File: config.mk
export PLATFORM = sky130hd
export DESIGN_NAME = dpss_ram
export DESIGN_NICKNAME = d
export VERILOG_FILES = /design/src/rtl/dpss_ram.sv
export SDC_FILE = /design/constraint.sdc
export NUM_CORES = 1
export LEC_CHECK = 0
export BUFFER_PORTS_ARGS = -buffer_cell sky130_fd_sc_hd__buf_2
export CORE_MARGIN = 2
export CORE_UTILIZATION = 60
export DETAILED_ROUTE_END_ITERATION = 7
export PLACE_DENSITY_LB_ADDON = 0.1
export SLEW_MARGIN = 20
export SYNTH_ARGS = -nofsm -noshare
export SYNTH_HDL_FRONTEND = slang
export SYNTH_SLANG_ARGS = --single-unit
File: constraint.sdc
create_clock -name i_clk -period 2 [get_ports i_clk]
set_input_delay 0.2 -clock i_clk [delete_from_list [all_inputs] [get_ports i_clk]]
set_output_delay 0.2 -clock i_clk [all_outputs]
set_load 0.05 [all_outputs]
File: src/rtl/dpss_ram.sv
// ----------------------------------------------------------------------------
// dpss_ram
// Generic single-port RAM, one write or read per cycle, registered read.
// ----------------------------------------------------------------------------
module dpss_ram #(
    parameter  int WIDTH = 8,
    parameter  int DEPTH = 16,
    localparam int AW    = (DEPTH > 1) ? $clog2(DEPTH) : 1
) (
    input  logic             i_clk,
    input  logic             i_we,
    input  logic [AW-1:0]    i_addr,
    input  logic [WIDTH-1:0] i_wdata,
    output logic [WIDTH-1:0] o_rdata
);

    logic [WIDTH-1:0] r_mem [DEPTH];
    logic [WIDTH-1:0] r_rdata;

    always_ff @(posedge i_clk) begin
        if (i_we) begin
            r_mem[i_addr] <= i_wdata;
        end
        r_rdata <= r_mem[i_addr];
    end

    assign o_rdata = r_rdata;

endmodule

# [After elaboration in Yosys (flattened, before gate mapping)]
# Memories as Yosys holds them, arrays and structs flattened. A register that Yosys moved wholly into a read port is not among the register bits.
# Index checks and enable logic that the tools add are counted.
[totals] register_bits=0 latch_bits=0 mem_bits_rw=128 mem_bits_ro=0 wordCells=3 mem_count=1
[classes] addsub=0 multipliers=0 n_div=0 magnitude_cmp=0 eq_ne=0 shift=0 n_mux=2 n_bitwise=0 n_reduce_logical=0
[memory_table] name="r_mem" words=16 width=8 rd=1 rd_ports_with_merged_regs=1 wr=1 line="17" text="logic [WIDTH-1:0] r_mem [DEPTH];"
[op_table] op="$mux W1" count=2

# [Depth between registers and ports, before layout]
# Gate-level depths: netlist of run 1.
[depth] word_depth=2 ltp_mapped=5

# [Least setup slack after synthesis of run 1]
# OpenSTA, ideal clock, no wires.
[synth_timing] kind="input-to-reg" from="input port i_addr[2]" to="memory r_mem[0][0] (enable)" setup_ns=0.383 arrival_time_ns=1.310 slack_ns=0.307 stages=2 path_buffers=0 path_cell_list="or3b_2 nor3_1"
[synth_rtl] item="from (decl)" line="12" text="input logic [AW-1:0] i_addr,"
[synth_rtl] item="to (decl)" line="17"
# No word-level cell before the write port.

==> flow_summary_export.csv, run 1 <==
group,metric,value,unit
synthesis,syn-mean-instance-area,22.03,um^2
synthesis,synth-seq-cells,136,
cts,numClockSinks,136,
power_and_ir_drop,power.density,1125,mW/mm^2
floorplan,ios,22,
synthesis,synthFlopType,"edfxtp_1",
placement,dp_cells,367,
cts,cts_tree,"built",
layout,drive_gt1_share,36.73,%
worst_hold_path,min_path_type,"input pin to register",
global_route,grt_overflow,0,
global_route,grt_pass1_vias,2455,
sta,slew_violations,0,
layout,nNetsFinal,295,
placement,hpwlAfterDp,5.574,mm
cts,cts_root_buffer,"clkbuf_8",
floorplan,die_height,95.90,um
global_route,antenna_found_initial,0,
setup_path,cp-endpoint,"o_rdata[7]",
setup_path,cp_max_fo,1,
drt,first_pass_iters,4,
setup_path,endpoint_kind,"register",
floorplan,die-width,95.90,um
floorplan,start_util,61.67,%
synthesis,yosysTopAreaCell,"edfxtp_1",
sta,setup_viol,0,
synthesis,synth.lib_cells_used.distinct,18,
synthesis,yosysMostFrequentCell,"edfxtp_1",
global_route,grt_max_degree,40,
sta,fin_ws,0.6759,ns
sta,tightestPinTransition,0.5564,ns
sta,tns,0,ns
sta,period_share,66.20,%
setup_path,start_kind,"register",
setup_path,arrival,1.71,ns
synthesis,synthesis.nets,244,
drt,num_vias,2409,
layout,fin_util,74.07,%
power_and_ir_drop,p_total,6.849,mW
run_status,status,"finished clean",
sta,fin_skew,0.007670,ns
setup_path,cp_data_required_time,2.39,ns
sta,hold_viol,0,
layout,area_growth,20.10,%
synthesis,yosys_warnings,0,
layout,fin_cells,399,
synthesis,syn_area,0.005067,mm^2
cts,cts_resized,0,
synthesis,synth_commonest_cells,"128 x edfxtp_1, 32 x mux4_2, 16 x a22oi_1",
setup_path,r2r_end,"o_rdata[7]",
sta,rsz0062_at_grt,"false",
power_and_ir_drop,vdd_drop_max,0.0008504,V
floorplan,die_area,0.009197,mm^2
setup_path,crit_start,"r_mem[11][7]",
cts,cts_setup_buffers,0,
cts,cts.clk_slew.worst_paths,0.06,ns
synthesis,synth_top_area_share,75.85,%
drt,route.detailed.drc,0,
cts,hold_buffers,0,
setup_path,crit_type,"register to register",
global_route,gr-usage-all-layers,22.01,%
setup_path,rr_worst_depth,3,
floorplan,core_area,0.008217,mm^2
cts,htreeDepth,4,
global_route,grt_pass1_wl,13.73,mm
synthesis,ys_seq_area_share,79.01,%
cts,clock_latency,0.51,ns
drt,viasPerCell,6.038,
synthesis,netlist_instances,230,
placement,place_ws,0.4251,ns
run,max_cap_violations,0,
floorplan,rows,33,
synthesis,synth_edf_count,128,
power_and_ir_drop,leakage,2.059,nW
cts,clock_path_buffers,2,
sta,min_period,1.324,ns
drt,routedWlPerCell,22.18,um
drt,finalWirelength,8.848,mm
placement,portBuffers,21,
sta,slew_headroom,62.77,%
drt,drt_iter0_drc,184,
sta,fmax,755.3,MHz
setup_path,rrSetupSlack,0.68,ns
placement,routabilityCongestion,0.7349,
synthesis,synthArstFlopShare,0,%
drt,ant_nets,0,
cts,numCtsBuffers,17,
layout,antenna_cells,0,
setup_path,worstReg2RegStart,"r_mem[11][7]",
synthesis,ys_top_cells_by_area,"edfxtp_1 76%, mux4_2 14%, dfxtp_1 3.2%, a22oi_1 2.4%, nor2_1 0.96%",
==> worst min path at each step <==
stage               startpoint            to  slack (ns)  cells after the start
CTS                 i_wdata[2]   r_mem[4][2]        0.05                      1
global route        i_wdata[4]   r_mem[5][4]        0.06                      1
finish              i_wdata[7]  r_mem[11][7]        0.08                      1
global placement    i_wdata[3]   r_mem[6][3]        0.58                      1
floorplan           i_wdata[0]   r_mem[0][0]        0.30                      0
detailed placement  i_wdata[2]   r_mem[4][2]        0.60                      1
==> layout make-up <==
cell class,instances,area (um^2)
flip-flops and latches,136,4004
well taps,105,131.4
repair buffers,43,307.8
multi-input cells,83,1003
clock buffers,18,427.9
clock inverters,14,211.5
fillers,481,2131
==> critical path: stages, from the launching register on <==
cell and delay [ns]:
edfxtp_1 0.36, mux4_2 0.47, a22oi_1 0.30, nand2_1 0.08
==> cells in the final DEF (no fill, tap or decap) <==
| cell type | Yosys | layout |
|---|---|---|
| a22oi_1 | 16 | 16 |
| and2_1 | 1 | 1 |
| buf_12 | 0 | 3 |
| buf_2 | 2 | 21 |
| buf_4 | 0 | 19 |
| bufinv_16 | 0 | 4 |
| clkbuf_16 | 0 | 16 |
| clkbuf_8 | 0 | 2 |
| clkinv_4 | 0 | 3 |
| clkinvlp_4 | 0 | 1 |
| dfxtp_1 | 8 | 8 |
| edfxtp_1 | 128 | 128 |
| inv_6 | 0 | 4 |
| inv_8 | 0 | 2 |
| mux4_2 | 32 | 32 |
| nand2_1 | 9 | 9 |
| nand2b_1 | 2 | 2 |
| nand3_1 | 1 | 1 |
| nand3b_1 | 2 | 2 |
| nor2_1 | 13 | 13 |
| nor2b_1 | 2 | 2 |
| nor3_1 | 4 | 4 |
| or3b_2 | 1 | 1 |
==> registers in the layout, indices dropped and copies added, names as in the netlist <==
register	flops
o_rdata	8
r_mem	128
==> metal layers <==
layer / track usage [%] / vias to the layer above / wire (um)
li1: - / 1064 / -
met1: 30.70 / 1265 / 3827
met2: 34.15 / 71 / 4534
met3: 5.638 / 9 / 381
met4: 8.333 / 0 / 104
met5: 0 / - / 0
==> through the flow <==
| stage | cell area, um^2 | hold WS, ns |
|---|---|---|
| after global placement | 5446 | 0.5833 |
| after global routing | 6086 | 0.06443 |
| final | 6086 | 0.08286 |
| after CTS | 6086 | 0.05035 |
| after floorplan | 5067 | 0.2989 |
| after detailed placement | 5446 | 0.5981 |
==> power breakdown <==
| part | total [mW] | internal [mW] | leakage [nW] | switching (mW) |
|---|---|---|---|---|
| Sequential | 3.20 | 3.19 | 1.22 | 0.0171 |
| Combinational | 0.361 | 0.133 | 0.524 | 0.228 |
| Clock | 3.29 | 2.10 | 0.311 | 1.19 |
==> logic make-up after synthesis <==
kind of cell | after synthesis | synth area share [%]
buffers and inverters | 11 | 1.185
AO/OA/AOI/OAI | 16 | 2.370
flip-flops | 136 | 79.01
AND/OR/NAND/NOR | 35 | 3.210
multiplexers | 32 | 14.22
(Power assumes the default switching activity.)
==> run 2: changes to the inputs <==
--- a/config.mk
+++ b/config.mk
@@ -7,7 +7,7 @@
 export LEC_CHECK = 0
 export BUFFER_PORTS_ARGS = -buffer_cell sky130_fd_sc_hd__buf_2
 export CORE_MARGIN = 2
-export CORE_UTILIZATION = 60
+export CORE_UTILIZATION = 54
 export DETAILED_ROUTE_END_ITERATION = 7
 export PLACE_DENSITY_LB_ADDON = 0.1
 export SLEW_MARGIN = 20
==> constraint.sdc (replaced) <==
create_clock -name i_clk -period 1.06 [get_ports i_clk]
set_input_delay 0.106 -clock i_clk [delete_from_list [all_inputs] [get_ports i_clk]]
set_output_delay 0.106 -clock i_clk [all_outputs]
set_load 0.05 [all_outputs]
==> run 2 against run 1 <==
The run now ends with negative setup slack left. Routed wire length grew 12%. First-iteration DRC count decreased by 45%. Sequential share of layout area decreased by 5.2 points. Clock power increased by 83%. Final cell count is 6.0% higher. Via count rose by 1.1%. Count of clock-buffer cells in the layout shrank 1. Die area up 11%. Critical endpoint is now o_rdata[1]. Largest cell class unchanged.
==> flow_summary_export.csv, run 2 (synthesis results as in run 1) <==
group,metric,value,unit
run_status,status,"finished, violations left",
run_status,violations,"negative setup slack",
floorplan,die-width,100.9,um
floorplan,start_util,55.37,%
power_and_ir_drop,sw_frac_of_total,21.08,%
global_route,gr-usage-all-layers,21.99,%
layout,fillers,546,
drt,viasPerCell,5.759,
layout,fin_cells,423,
drt,ant_nets,0,
layout,largest_reg_flops,128,
floorplan,die_height,100.9,um
layout,layout_common_cells,"128 x edfxtp_1, 32 x mux4_2, 19 x buf_4, 16 x clkbuf_16",
drt,top_layer_used,"met4",
power_and_ir_drop,leakage,2.206,nW
power_and_ir_drop,power.switching,2.736,mW
cts,numClockSinks,136,
setup_path,start_kind,"register",
cts,clock_path_buffers,2,
power_and_ir_drop,pwr-share-clk,46.3,%
cts,cts.clk_slew.worst_paths,0.06,ns
drt,drt_iter0_drc,102,
cts,htreeDepth,4,
setup_path,rr_worst_depth,3,
drt,num_vias,2436,
drt,wl_met2,5.304,mm
layout,nNetsFinal,313,
drt,routedWlPerCell,23.35,um
cts,clock_latency,0.51,ns
global_route,antenna_found_initial,0,
floorplan,ios,22,
layout,area_growth,30.74,%
global_route,grt_max_degree,18,
sta,min_period,1.277,ns
sta,slew_headroom,39.30,%
power_and_ir_drop,comb_power_share,7.0,%
layout,final_common_cell,"edfxtp_1",
sta,tightestPinTransition,0.9086,ns
floorplan,die_area,0.01017,mm^2
sta,fin_skew,0.007446,ns
drt,wl_met1,4.127,mm
worst_hold_path,min_path_cells,3,
floorplan,core_area,0.009153,mm^2
setup_path,arrival,1.68,ns
drt,route.detailed.drc,0,
sta,rsz0062_at_grt,"true",
sta,whs,0.1825,ns
placement,portBuffers,21,
power_and_ir_drop,intPower,10.24,mW
power_and_ir_drop,vdd_drop_max,0.001516,V
placement,dp_cells,383,
global_route,grt_pass1_wl,15.21,mm
cts,cts_root_buffer,"clkbuf_8",
sta,fin_ws,-0.2174,ns
setup_path,cp_max_fo,1,
sta,setup_viol,16,
drt,first_pass_iters,4,
cts,cts_tree,"built",
cts,numCtsBuffers,17,
global_route,grt_pass1_vias,2599,
layout,top_register,"r_mem",
global_route,grt_overflow,0,
sta,tns,-1.791,ns
drt,route.met3.wl,352,um
setup_path,crit_type,"register to register",
layout,antenna_cells,0,
setup_path,cp_data_required_time,1.46,ns
layout,drive_gt1_share,48.08,%
floorplan,rows,35,
setup_path,endpoint_kind,"register",
placement,hpwlAfterDp,6.250,mm
drt,finalWirelength,9.877,mm
sta,period_share,120.5,%
placement,routabilityCongestion,0.7510,
sta,fmax,782.8,MHz
power_and_ir_drop,power.density,1959,mW/mm^2
worst_hold_path,min_path_type,"input pin to register",
sta,slew_violations,0,
sta,hold_viol,0,
power_and_ir_drop,p_seq_share,46.7,%
run,max_cap_violations,0,
==> run 2: changes by cell type in the layout (fill, tap and decap cells not counted), moves of 8 or more <==
| cell | before | now |
|---|---|---|
| buf_12 | 3 | 13 |
| buf_2 | 21 | 13 |
| dlygate4sd3_1 | 0 | 8 |
| nor2_1 | 13 | 1 |
| nor2_4 | 0 | 12 |
==> run 2: timing repair <==
| item | 4_1_cts | 5_1_grt |
|---|---|---|
| hold endpoints to repair | 127 | 0 |
| setup endpoints to repair | 16 | 16 |
| gates cloned | 0 | 0 |
| buffers inserted | 0 | 0 |
| resized for setup | 31 | 4 |
| pin swaps | 10 | 0 |
| hold buffers | 8 | 0 |
==> run 2: routing by layer <==
layer  vias to the layer above  track usage [%]
met2                        58            36.77
met4                         0            6.322
met1                      1264            28.19
met3                         7            6.657
li1                       1107                -
met5                         -                0
==> run 2: worst max-delay path, cell delays in order (launching register included) <==
cell and delay, ns:
edfxtp_1 0.40, mux4_2 0.50, a22oi_2 0.21, nand2_1 0.06
==> run 2: path summary, 6_finish.rpt <==
kind                startpoint           to  slack [ns]
setup / recovery   r_mem[2][1]   o_rdata[1]       -0.22
setup reg to reg   r_mem[2][1]   o_rdata[1]       -0.22
hold reg to reg   r_mem[14][2]   o_rdata[2]        0.68
hold / removal       i_addr[2]  r_mem[2][6]        0.18
==> run 2: area by class of cell <==
cell class	instances	area, um^2	share of cell area (%)
Timing Repair Buffer	61	656.9	9.915
Sequential cell	136	4013	60.57
Tap cell	111	138.9	2.096
Clock inverter	15	198.9	3.003
Multi-Input combinational cell	83	1204	18.17
Clock buffer	17	414.1	6.251
==> run 2: power groups by stage <==
stage / registers (mW) / clock network [mW] / logic (mW)
2_1_floorplan: 6.28 / 0 / 0.387
3_3_place_gp: 6.15 / 0 / 0.798
3_5_place_dp: 6.16 / 0 / 0.806
4_1_cts: 6.06 / 6.08 / 0.899
5_1_grt: 6.07 / 6.33 / 0.963
6_report: 6.06 / 6.01 / 0.902
==> run 2: per-stage QoR <==
step / utilization (%) / area (um^2) / power [mW] / setup slack, ns
6_report: 72.39 / 6625 / 12.98 / -0.2174
5_1_grt: 72.39 / 6625 / 13.36 / -0.2723
4_1_cts: 72.21 / 6609 / 13.04 / -0.2361
3_5_place_dp: 63.58 / 5819 / 6.962 / -0.4865
3_3_place_gp: 63.58 / 5819 / 6.951 / -0.4568
2_1_floorplan: - / 5288 / 6.663 / -0.1797
